**src/hdl/icmp_erc_pkg.sv**
```systemverilog
// Shared types, constants and helpers for the ICMP echo reply checker.
package icmp_erc_pkg;

  localparam logic [15:0] MAX_POS        = 16'hFFFF;
  localparam logic [15:0] SUM_GOOD       = 16'hFFFF;
  localparam logic [15:0] POS_VER_IHL    = 16'd0;
  localparam logic [15:0] POS_TLEN_HI    = 16'd2;
  localparam logic [15:0] POS_TLEN_LO    = 16'd3;
  localparam logic [15:0] POS_TTL        = 16'd8;
  localparam logic [15:0] IP_MIN_BYTES   = 16'd20;
  localparam logic [3:0]  IP_MIN_WORDS   = 4'd5;
  localparam logic [15:0] OFF_ID_HI      = 16'd4;
  localparam logic [15:0] OFF_ID_LO      = 16'd5;
  localparam logic [15:0] OFF_SEQ_HI     = 16'd6;
  localparam logic [15:0] OFF_SEQ_LO     = 16'd7;
  localparam logic [15:0] ECHO_HDR_BYTES = 16'd8;

  typedef enum logic [1:0] {
    ST_ACCEPTED  = 2'd0,
    ST_BAD_SUM   = 2'd1,
    ST_ID_MISM   = 2'd2,
    ST_LEN_ERROR = 2'd3
  } status_t;

  // Per-packet state; also the snapshot of a finished packet.
  typedef struct packed {
    logic [15:0] byte_pos;
    logic [3:0]  hdr_words;
    logic [15:0] total_len;
    logic [7:0]  ttl_seen;
    logic [15:0] ones_sum;
    logic [7:0]  high_pending;
    logic [15:0] ident_seen;
    logic [15:0] seq_seen;
  } pkt_state_t;

  // Ones' complement 16-bit add with end-around carry.
  function automatic logic [15:0] oc_add(input logic [15:0] a, input logic [15:0] b);
    logic [16:0] s;
    s = {1'b0, a} + {1'b0, b};
    return s[15:0] + {15'd0, s[16]};
  endfunction

endpackage

```
**src/hdl/icmp_erc_ifs.sv**
```systemverilog
// Channel interfaces: packet bytes in, results out, configuration write.
interface icmp_erc_byte_if;
  logic       valid;
  logic       ready;
  logic [7:0] pkt_byte;
  logic       last_byte;
  modport source (output valid, pkt_byte, last_byte, input ready);
  modport sink   (input valid, pkt_byte, last_byte, output ready);
endinterface

interface icmp_erc_res_if;
  logic        valid;
  logic        ready;
  logic [1:0]  status;
  logic [15:0] echo_seq;
  logic [7:0]  hop_limit;
  logic [15:0] icmp_len;
  modport source (output valid, status, echo_seq, hop_limit, icmp_len, input ready);
  modport sink   (input valid, status, echo_seq, hop_limit, icmp_len, output ready);
endinterface

interface icmp_erc_cfg_if;
  logic        valid;
  logic        ready;
  logic [15:0] echo_ident;
  modport source (output valid, echo_ident, input ready);
  modport sink   (input valid, echo_ident, output ready);
endinterface

```
**src/hdl/icmp_echo_reply_checker_unit.sv**
```systemverilog
// ICMP echo reply checker top level: byte accumulator feeding the result stage.
// Throughput: one packet word (byte) per clock, sustained; a stalled result
// stage backs up through one snapshot register before input ready drops.
// A packet's result passes the snapshot register, then the result register.
// Reset (rst, synchronous, active high) clears the packet state, the valid
// bits and the expected identifier; no clearing pass, ready right after reset.
module icmp_echo_reply_checker_unit
  import icmp_erc_pkg::*;
(
  input  logic            clk,
  input  logic            rst,
  icmp_erc_byte_if.sink   pkt,
  icmp_erc_cfg_if.sink    cfg,
  icmp_erc_res_if.source  res
);

  // Snapshot of a finished packet, handed from the accumulator to the
  // result stage. The snapshot register lets the accumulator start the next
  // packet while the previous result still waits at the output.
  logic       snap_valid;
  logic       snap_ready;
  pkt_state_t snap;

  // Capture header fields and run the ones' complement sum, one word a clock unless a held snapshot stalls the input.
  icmp_erc_acc u_acc (
    .clk        (clk),
    .rst        (rst),
    .pkt        (pkt),
    .snap_valid (snap_valid),
    .snap_ready (snap_ready),
    .snap       (snap)
  );

  // Fold the odd byte, rank the length, checksum and identifier checks,
  // and hold the result until the sink takes it.
  icmp_erc_eval u_eval (
    .clk        (clk),
    .rst        (rst),
    .cfg        (cfg),
    .snap_valid (snap_valid),
    .snap_ready (snap_ready),
    .snap       (snap),
    .res        (res)
  );

endmodule

```
**src/hdl/icmp_erc_acc.sv**
```systemverilog
// Byte accumulator: header capture, running checksum, packet snapshot.
module icmp_erc_acc
  import icmp_erc_pkg::*;
(
  input  logic               clk,
  input  logic               rst,
  icmp_erc_byte_if.sink      pkt,
  output logic               snap_valid,
  input  logic               snap_ready,
  output pkt_state_t         snap
);

  pkt_state_t  st;
  pkt_state_t  st_next;
  logic [5:0]  hb;
  logic [15:0] off;
  logic        in_icmp;
  logic        accept;

  assign pkt.ready = !snap_valid || snap_ready;
  assign accept    = pkt.valid && pkt.ready;

  always_comb begin
    st_next = st;
    hb      = {st.hdr_words, 2'b00};
    off     = st.byte_pos - {10'd0, hb};
    in_icmp = (st.byte_pos >= IP_MIN_BYTES) && (st.hdr_words >= IP_MIN_WORDS) &&
              (st.byte_pos >= {10'd0, hb}) && (st.byte_pos < st.total_len);

    priority if (st.byte_pos == POS_VER_IHL) begin
      st_next.hdr_words = pkt.pkt_byte[3:0];
    end else if (st.byte_pos == POS_TLEN_HI) begin
      st_next.total_len[15:8] = pkt.pkt_byte;
    end else if (st.byte_pos == POS_TLEN_LO) begin
      st_next.total_len[7:0] = pkt.pkt_byte;
    end else if (st.byte_pos == POS_TTL) begin
      st_next.ttl_seen = pkt.pkt_byte;
    end else begin
    end

    if (in_icmp) begin
      if (!off[0]) begin
        st_next.high_pending = pkt.pkt_byte;
      end else begin
        st_next.ones_sum = oc_add(st.ones_sum, {st.high_pending, pkt.pkt_byte});
      end
      priority if (off == OFF_ID_HI) begin
        st_next.ident_seen[15:8] = pkt.pkt_byte;
      end else if (off == OFF_ID_LO) begin
        st_next.ident_seen[7:0] = pkt.pkt_byte;
      end else if (off == OFF_SEQ_HI) begin
        st_next.seq_seen[15:8] = pkt.pkt_byte;
      end else if (off == OFF_SEQ_LO) begin
        st_next.seq_seen[7:0] = pkt.pkt_byte;
      end else begin
      end
    end

    // Saturate the byte count.
    if (st.byte_pos != MAX_POS) begin
      st_next.byte_pos = st.byte_pos + 16'd1;
    end
  end

  always_ff @(posedge clk) begin
    if (rst) begin
      st <= '0;
    end else if (accept) begin
      st <= pkt.last_byte ? '0 : st_next;
    end
  end

  always_ff @(posedge clk) begin
    if (rst) begin
      snap_valid <= 1'b0;
    end else if (accept && pkt.last_byte) begin
      snap_valid <= 1'b1;
    end else if (snap_ready) begin
      snap_valid <= 1'b0;
    end
  end

  always_ff @(posedge clk) begin
    if (accept && pkt.last_byte) begin
      snap <= st_next;
    end
  end

  a_clear_after_last: assert property (@(posedge clk) disable iff (rst)
    accept && pkt.last_byte |=> st == '0)
    else $error("packet state not cleared after last word");

  a_snap_hold: assert property (@(posedge clk) disable iff (rst)
    snap_valid && !snap_ready |=> snap_valid && $stable(snap))
    else $error("stalled snapshot changed");

  a_sum_idle: assert property (@(posedge clk) disable iff (rst)
    !accept |=> $stable(st))
    else $error("packet state moved without a word");

endmodule

```
**src/hdl/icmp_erc_eval.sv**
```systemverilog
// Result stage: length checks, checksum fold, status and output register.
module icmp_erc_eval
  import icmp_erc_pkg::*;
(
  input  logic               clk,
  input  logic               rst,
  icmp_erc_cfg_if.sink       cfg,
  input  logic               snap_valid,
  output logic               snap_ready,
  input  pkt_state_t         snap,
  icmp_erc_res_if.source     res
);

  logic [15:0] echo_ident;
  logic [15:0] hbytes;
  logic [15:0] ilen;
  logic [15:0] sum;
  status_t     status_next;

  assign cfg.ready  = 1'b1;
  assign snap_ready = !res.valid || res.ready;

  always_ff @(posedge clk) begin
    if (rst) begin
      echo_ident <= '0;
    end else if (cfg.valid) begin
      echo_ident <= cfg.echo_ident;
    end
  end

  always_comb begin
    hbytes = {10'd0, snap.hdr_words, 2'b00};
    ilen   = (snap.total_len >= hbytes) ? (snap.total_len - hbytes) : 16'd0;
    // Pad an odd final byte with zero.
    sum    = ilen[0] ? oc_add(snap.ones_sum, {snap.high_pending, 8'h00}) : snap.ones_sum;
    priority if (snap.hdr_words < IP_MIN_WORDS || snap.total_len < hbytes ||
                 snap.byte_pos < snap.total_len || ilen < ECHO_HDR_BYTES) begin
      status_next = ST_LEN_ERROR;
    end else if (sum != SUM_GOOD) begin
      status_next = ST_BAD_SUM;
    end else if (snap.ident_seen != echo_ident) begin
      status_next = ST_ID_MISM;
    end else begin
      status_next = ST_ACCEPTED;
    end
  end

  always_ff @(posedge clk) begin
    if (rst) begin
      res.valid <= 1'b0;
    end else if (snap_valid && snap_ready) begin
      res.valid <= 1'b1;
    end else if (res.ready) begin
      res.valid <= 1'b0;
    end
  end

  always_ff @(posedge clk) begin
    if (snap_valid && snap_ready) begin
      res.status    <= status_next;
      res.echo_seq  <= snap.seq_seen;
      res.hop_limit <= snap.ttl_seen;
      res.icmp_len  <= ilen;
    end
  end

  a_load_from_snap: assert property (@(posedge clk) disable iff (rst)
    $rose(res.valid) |-> $past(snap_valid))
    else $error("result appeared without a finished packet");

endmodule
```
**src/flat_wrapper.sv**
```systemverilog
// flat-port wrapper written by rule: the top's interface ports become plain ports
module icmp_echo_reply_checker_unit_flat import icmp_erc_pkg::*;
  (clk, rst, pkt_valid, pkt_pkt_byte, pkt_last_byte, pkt_ready, cfg_valid, cfg_echo_ident, cfg_ready, res_valid, res_status, res_echo_seq, res_hop_limit, res_icmp_len, res_ready);
  icmp_erc_byte_if pkt_i ();
  icmp_erc_cfg_if cfg_i ();
  icmp_erc_res_if res_i ();
  input  logic clk;
  input  logic rst;
  input wire logic [$bits(pkt_i.valid)-1:0] pkt_valid;
  input wire logic [$bits(pkt_i.pkt_byte)-1:0] pkt_pkt_byte;
  input wire logic [$bits(pkt_i.last_byte)-1:0] pkt_last_byte;
  output wire logic [$bits(pkt_i.ready)-1:0] pkt_ready;
  input wire logic [$bits(cfg_i.valid)-1:0] cfg_valid;
  input wire logic [$bits(cfg_i.echo_ident)-1:0] cfg_echo_ident;
  output wire logic [$bits(cfg_i.ready)-1:0] cfg_ready;
  output wire logic [$bits(res_i.valid)-1:0] res_valid;
  output wire logic [$bits(res_i.status)-1:0] res_status;
  output wire logic [$bits(res_i.echo_seq)-1:0] res_echo_seq;
  output wire logic [$bits(res_i.hop_limit)-1:0] res_hop_limit;
  output wire logic [$bits(res_i.icmp_len)-1:0] res_icmp_len;
  input wire logic [$bits(res_i.ready)-1:0] res_ready;
  assign pkt_i.valid = pkt_valid;
  assign pkt_i.pkt_byte = pkt_pkt_byte;
  assign pkt_i.last_byte = pkt_last_byte;
  assign pkt_ready = pkt_i.ready;
  assign cfg_i.valid = cfg_valid;
  assign cfg_i.echo_ident = cfg_echo_ident;
  assign cfg_ready = cfg_i.ready;
  assign res_valid = res_i.valid;
  assign res_status = res_i.status;
  assign res_echo_seq = res_i.echo_seq;
  assign res_hop_limit = res_i.hop_limit;
  assign res_icmp_len = res_i.icmp_len;
  assign res_i.ready = res_ready;
  icmp_echo_reply_checker_unit u_core (.clk(clk), .rst(rst), .pkt(pkt_i), .cfg(cfg_i), .res(res_i));
endmodule
```
**config.mk**
```make
export PLATFORM = sky130hd
export DESIGN_NAME = icmp_echo_reply_checker_unit_flat
export DESIGN_NICKNAME = d
export VERILOG_FILES = /design/src/hdl/icmp_erc_pkg.sv /design/src/hdl/icmp_erc_ifs.sv /design/src/hdl/icmp_echo_reply_checker_unit.sv /design/src/hdl/icmp_erc_acc.sv /design/src/hdl/icmp_erc_eval.sv /design/src/flat_wrapper.sv
export SDC_FILE = /design/constraint.sdc
export NUM_CORES = 1
export LEC_CHECK = 0
export BUFFER_PORTS_ARGS = -buffer_cell sky130_fd_sc_hd__buf_4
export CAP_MARGIN = 20
export CORE_AREA = 2 2 177 179
export DETAILED_ROUTE_END_ITERATION = 10
export DIE_AREA = 0 0 179 181
export PLACE_DENSITY = 0.71
export SYNTH_ARGS = -nofsm -noshare
export SYNTH_HDL_FRONTEND = slang
export SYNTH_SLANG_ARGS = --single-unit
```
**constraint.sdc**
```tcl
create_clock -name clk -period 4.6 [get_ports clk]
set_clock_uncertainty 0.15 [all_clocks]
set_input_delay 1.15 -clock clk [delete_from_list [all_inputs] [get_ports clk]]
set_output_delay 1.15 -clock clk [all_outputs]
set_load 0.02 [all_outputs]
```
==> run_results.csv, run 1 <==
group,metric,value,unit
pwr,p_leak,6.113,nW
clocking,clk_pin_slew_worst_paths,0.07,ns
drt,drt-vias-per-instance,5.711,
placed_design,dpl_worst_slack,-0.4118,ns
placed_design,gp_congestion,0.9233,
die,dieWidth,179,um
synth,ys_seq_area_frac,0.4880,
synth,yosysWarningCount,0,
synth,synth_async_sr_flop_share,0,
die,dieArea,32400,um^2
final_layout,n_antenna_cell,0,
synth,avgSynthCellArea,10.45,um^2
die,ios,75,
clocking,clock_latency,0.54,ns
worst_setup_path,r2r_start,"u_core.u_acc.st[40]",
timing,max_freq,0.2296,GHz
worst_setup_path,reg2reg_to,"u_core.u_acc.snap[55]",
worst_setup_path,slowest_stage,"or4_4",
synth,netlist_area,13580,um^2
clocking,htree_levels,1,
worst_setup_path,slowest_delay,0.51,ns
drt,drc,0,
final_layout,drive_gt1_frac,0.1897,
synth,synth_ff_type,"edfxtp_1",
die,die_y,181,um
pwr,peakVddDrop,252.3,uV
final_layout,area_growth,16.52,%
worst_setup_path,worst_setup_path_start_kind,"input pin",
timing,fin_setup_tns,0,ns
worst_hold_path,min_path_cells,0,
drt,drt-total-wl,33300,um
worst_setup_path,required,4.75,ns
timing,worst_pin_slew,0.9875,ns
pwr,power_density,340.4,nW/um^2
run,drv_cap,0,
drt,ant_nets,0,
worst_setup_path,arrival,4.50,ns
timing,finalSetupViolCount,0,
pwr,total_power,5.386,mW
synth,synth_edf_count,142,
clocking,cts_inserted_buffers,28,
worst_setup_path,reg2reg_depth,19,
die,start_util,0.4474,
clocking,tritoncts_num_sinks,260,
timing,worst_slack,0.2450,ns
global_route,antenna_found_initial,0,
worst_setup_path,crit_chain,"buf_4 > ha_1 > inv_1 > fa_1 > nand2b_4 > a21oi_1 > o211ai_1 > a21boi_2 > o21ai_0 > a21oi_1 > o21ai_0 > nand2b_1 > ha_1 > and3_1 > nor2b_1 > and3_2 > nand4b_1 > or4_4 > mux2i_1 > nand2_1",
worst_setup_path,crit_type,"input pin to flop",
worst_hold_path,worstHoldStart,"u_core.u_acc.snap[59]",
synth,ys_seq_elements,260,
timing,final_hold_viol_count,0,
worst_setup_path,endpoint_kind,"flop",
drt,drt_iter0_drc,967,
placed_design,hpwl,23510,um
placed_design,numPortBuffers,73,
timing,period_share,0.9467,
final_layout,multi_input_area,6437,um^2
die,core_area,30350,um^2
die,row_count,64,
synth,ys_types,69,
synth,synth_fp_nets,1404,
final_layout,nets,1495,
synth,netlist_instances,1300,
final_layout,seqCellArea,6626,um^2
drt,routedWlPerCell,18.41,um
global_route,grt_start_max_net_pins,101,
timing,rsz0062_at_grt,"false",
final_layout,fillCellCount,2688,
clocking,cts_max_path_buffers,3,
status,status,"complete, no violations",
timing,slew_violations,0,
global_route,grt_usage,0.2058,
drt,vias,10331,
worst_hold_path,hp-class,"flop to flop",
clocking,ctsHoldBuffers,0,
worst_setup_path,path_max_fanout,4,
timing,period_needed,4.355,ns
drt,drtPass1Iterations,5,
global_route,grt_first_pass_wirelength,53550,um
timing,relSlewSlack,0.3381,
clocking,cts_tree,"done",
clocking,cts-root-buf,"clkbuf_16",
final_layout,post-route-util,0.5214,
global_route,overflow,0,
global_route,grt_pass1_vias,10095,
worst_hold_path,min_to,"u_core.u_eval.res.hop_limit[3]",
worst_setup_path,rrSetupSlack,0.54,ns
sequential cells by signal (all words and copies together), names as in the netlist:
name and flops:
u_core.u_eval.res.echo_seq 16, u_core.u_acc.st 96, u_core.u_acc.snap 100, u_core.u_eval.res.valid 1, u_core.u_eval.echo_ident 16, u_core.u_eval.res.icmp_len 16
u_core.u_eval.res.hop_limit 8, u_core.u_eval.res.status 2, u_core.u_acc.snap_valid 1, u_core.u_acc.hb 4
cells by family (layout without fill, tap and decap cells):
family	after synthesis	count (layout)	synth area share
simple gates	405	405	0.1511
xor+xnor	66	66	0.04257
fa+ha+maj	74	74	0.07040
compound gates	266	266	0.1343
buf+inv	137	250	0.03990
other cells	1	1	0.0002762
mux	91	91	0.07353
flops	260	260	0.4880
worst max-delay path, delay by kind of cell:
family	cells	cell delay (ns)
simple gates	8	1.52
compound gates	6	0.79
mux	1	0.16
buf+inv	2	0.14
fa+ha+maj	3	0.72
worst max path at each step:
| stage | from | endpoint | slack (ns) |
|---|---|---|---|
| 2_1_floorplan | pkt_pkt_byte[0] | u_core.u_acc.snap[55] | 0.01 |
| 3_3_place_gp | pkt_pkt_byte[0] | u_core.u_acc.snap[55] | -0.33 |
| 3_5_place_dp | pkt_pkt_byte[0] | u_core.u_acc.snap[55] | -0.41 |
| 4_1_cts | pkt_pkt_byte[0] | u_core.u_acc.snap[55] | 0.16 |
| 5_1_grt | pkt_pkt_byte[0] | u_core.u_acc.snap[55] | 0.002 |
| 6_report | pkt_pkt_byte[0] | u_core.u_acc.snap[55] | 0.24 |
per-layer routing:
layer,vias to the layer above,GRT usage,share of wire
li1,4947,-,-
met1,4970,0.2840,0.44
met2,333,0.3352,0.47
met3,81,0.02546,0.056
met4,0,0.06537,0.031
met5,-,0,0
cell type report:
type,count,area share
inverter,75,0.01803
multi-input combinational,903,0.4068
sequential,260,0.4188
clock buffer,35,0.05053
tap,396,0.03131
clock inverter,17,0.01534
timing repair buffer,123,0.05915
Yosys cell counts (6+ instances only):
library cell | instances | area, um^2
and3_1 | 17 | 106.4
nand2_1 | 60 | 225.2
a31oi_1 | 13 | 81.33
a22oi_1 | 54 | 405.4
nor3_1 | 26 | 130.1
a21oi_1 | 51 | 255.2
inv_1 | 75 | 281.5
or3_1 | 10 | 62.56
o32ai_1 | 8 | 70.07
nor2b_1 | 18 | 112.6
nand3b_1 | 6 | 45.04
nand4_1 | 23 | 143.9
nor2_1 | 145 | 544.3
edfxtp_1 | 142 | 4264
o21ai_0 | 51 | 255.2
a211oi_1 | 11 | 82.58
nand3_1 | 34 | 170.2
ha_1 | 70 | 875.8
nor4_1 | 9 | 56.30
clkbuf_1 | 53 | 198.9
a21o_1 | 12 | 90.09
and2_1 | 8 | 50.05
xor2_1 | 14 | 122.6
dfxtp_1 | 118 | 2362
o21a_1 | 9 | 67.56
nand2b_1 | 24 | 150.1
o211ai_1 | 8 | 60.06
xnor2_1 | 52 | 455.4
mux2i_1 | 21 | 210.2
a22o_1 | 8 | 70.07
mux2_2 | 69 | 777.0
a32oi_1 | 9 | 78.83
per-stage QoR:
stage	hold WS [ns]	cells	instance area [um^2]
2_1_floorplan	0.2503	1300	13590
3_3_place_gp	0.2513	1756	14770
3_5_place_dp	0.2571	1756	14770
4_1_cts	0.2705	1808	15810
5_1_grt	0.2757	1809	15820
6_report	0.2711	1809	15820
placed cells by master, fill, tap and decap left out, types with 52 or more instances in the layout:
cell        n
buf_4     122
inv_1      74
ha_1       70
nand2_1    60
mux2_2     69
edfxtp_1  142
dfxtp_1   118
a22oi_1    54
xnor2_1    52
nor2_1    144
timing repair:
item / 4_1_cts / 5_1_grt
endpoints found under the setup margin: 0 / 2
resized for setup: 0 / 2
setup buffers: 0 / 0
power by group:
part | switching, mW | internal (mW)
clock | 0.920 | 1.57
combinational | 0.236 | 0.137
sequential | 0.0299 | 2.50
Note: power is estimated with default switching activity, not from simulation.
==> run 2: changes to the inputs <==
CORE_AREA = 2 2 162 164   (was 2 2 177 179)
DIE_AREA = 0 0 164 166   (was 0 0 179 181)
HOLD_SLACK_MARGIN = 0.12   (was not set)
PLACE_DENSITY = 0.81   (was 0.71)
==> run 2 against run 1 <==
  * Global-route usage is 3.1 points higher
  * Critical path type unchanged
  * Fmax is 1.5% higher
  * Via count is 0.49% higher
  * Power is 8.5% lower
  * Register-to-register slack better by 0.06 ns
  * First-iteration DRC count is 27% higher
  * Routed wire length is 2.5% lower
  * Non-clock buffer count is 2 lower
  * Clock-buffer cell count is 6 lower
  * Combinational power hardly changed
==> run_results.csv, run 2 (synthesis results as in run 1) <==
group,metric,value,unit
status,status,"complete, no violations",
die,row_count,59,
clocking,tritoncts_num_sinks,260,
run,drv_cap,0,
final_layout,layout_commonest_cell,"nor2_1",
placed_design,hpwl,22700,um
final_layout,n_antenna_cell,0,
final_layout,final_cells,1742,
drt,drt_iter0_drc,1224,
final_layout,final_area,15520,um^2
pwr,total_power,4.927,mW
pwr,swShare,0.2305,
worst_setup_path,path_max_fanout,4,
final_layout,post-route-util,0.6057,
timing,worst_slack,0.3091,ns
final_layout,nets,1491,
die,ios,75,
timing,max_freq,0.2331,GHz
timing,final_hold_viol_count,0,
worst_hold_path,hp-class,"flop to flop",
worst_setup_path,crit_type,"input pin to flop",
pwr,p_int,3.791,mW
timing,period_needed,4.291,ns
timing,finalSetupViolCount,0,
timing,whs,0.2683,ns
final_layout,largest_reg_flops,100,
final_layout,drive_gt1_frac,0.1805,
worst_setup_path,arrival,4.43,ns
pwr,comb_power_share,0.075,
worst_setup_path,required,4.74,ns
global_route,antenna_found_initial,0,
final_layout,final_cell_mix,"nor2_1 (144), edfxtp_1 (142), buf_4 (120), dfxtp_1 (118), inv_1 (74)",
drt,drt-vias-per-instance,5.960,
global_route,overflow,0,
placed_design,placed_area,14650,um^2
final_layout,fillCellCount,2037,
drt,vias,10382,
pwr,clockPowerShare,0.412,
placed_design,gp_congestion,0.9635,
pwr,peakVddDrop,250.9,uV
clocking,ctsHoldBuffers,0,
clocking,clk_pin_slew_worst_paths,0.06,ns
worst_setup_path,rrSetupSlack,0.60,ns
global_route,grt_pass1_vias,9941,
drt,drc,0,
pwr,p_leak,5.980,nW
die,dieArea,27220,um^2
clocking,cts_inserted_buffers,26,
timing,relSlewSlack,0.3301,
global_route,grt_first_pass_wirelength,51850,um
final_layout,top_regs,"u_core.u_acc.snap: 100 flops, u_core.u_acc.st: 96 flops",
timing,worst_pin_slew,0.9956,ns
clocking,cts-root-buf,"clkbuf_16",
clocking,cts_tree,"done",
clocking,cts_max_path_buffers,3,
global_route,grt_usage,0.2366,
worst_setup_path,worst_setup_path_start_kind,"input pin",
drt,drtPass1Iterations,6,
timing,fin_setup_tns,0,ns
die,die_y,166,um
placed_design,numPortBuffers,73,
die,dieWidth,164,um
placed_design,post-place-cells,1691,
die,start_util,0.5301,
worst_setup_path,endpoint_kind,"flop",
placed_design,dpl_worst_slack,-0.3991,ns
pwr,power_frac_seq,0.513,
pwr,p_sw,1.136,mW
global_route,grt_start_max_net_pins,73,
clocking,htree_levels,1,
clocking,clock_latency,0.54,ns
pwr,power_density,317.5,nW/um^2
drt,routedWlPerCell,18.65,um
timing,period_share,0.9328,
drt,drt-total-wl,32480,um
timing,slew_violations,0,
drt,ant_nets,0,
final_layout,area_growth,14.26,%
final_layout,regMostFlops,"u_core.u_acc.snap",
die,core_area,25620,um^2
-- run 2: cell types whose count changed in the layout (fill, tap and decap cells not counted), moves of 2 or more --
cell,change
clkinv_1,+10
bufinv_16,-4
clkbuf_16,-4
clkinv_2,-3
buf_4,-2
clkbuf_8,-2
o21ai_0,-2
o21ai_1,+2
-- run 2: cell type report --
cell class | instances | area [um^2] | area share
Timing Repair Buffer | 121 | 920.9 | 0.05935
Inverter | 75 | 285.3 | 0.01839
Tap cell | 335 | 419.2 | 0.02701
Multi-Input combinational cell | 903 | 6446 | 0.4155
Sequential cell | 260 | 6626 | 0.4271
Clock inverter | 19 | 146.4 | 0.009435
Clock buffer | 29 | 671.9 | 0.04330
-- run 2: power groups by stage --
stage / clock (mW) / sequential, mW / combinational (mW)
2_1_floorplan: 0 / 2.58 / 0.224
3_3_place_gp: 0 / 2.57 / 0.353
3_5_place_dp: 0 / 2.58 / 0.363
4_1_cts: 2.05 / 2.53 / 0.364
5_1_grt: 2.14 / 2.53 / 0.404
6_report: 2.03 / 2.53 / 0.370
-- run 2: worst paths after layout --
kind | startpoint | endpoint | depth (start not counted)
worst min register to register | u_core.u_acc.snap[57] | u_core.u_eval.res.hop_limit[1] | 0
worst min-delay path | u_core.u_acc.snap[57] | u_core.u_eval.res.hop_limit[1] | 0
worst max register to register | u_core.u_acc.st[40] | u_core.u_acc.snap[55] | 19
worst max-delay path | pkt_pkt_byte[0] | u_core.u_acc.snap[55] | 20
-- run 2: critical path, stage by stage --
cell and delay, ns:
buf_4 0.08, ha_1 0.15, inv_1 0.06, fa_2 0.35, nand2b_4 0.16, a21oi_2 0.14, o211ai_1 0.13, a21boi_1 0.22
o21ai_1 0.08, a21oi_1 0.13, o21ai_1 0.07, nand2b_1 0.12, ha_1 0.17, and3_1 0.18, nor2b_2 0.17, and3_4 0.22
nand4b_1 0.10, or4_4 0.51, mux2i_1 0.16, nand2_1 0.06
-- run 2: layer usage --
metal  routed length (um)  share of wire  vias up  GRT usage
met5                    0              0        -          0
met4                  862          0.027        0    0.07323
met3                 2150          0.066       73    0.03397
met2                15570           0.48      390     0.3906
met1                13900           0.43     4981     0.3223
li1                     -              -     4938          -
-- run 2: timing repair --
action / CTS / global route
resized for setup: 0 / 7
setup endpoints to repair: 0 / 5
setup buffers: 0 / 1
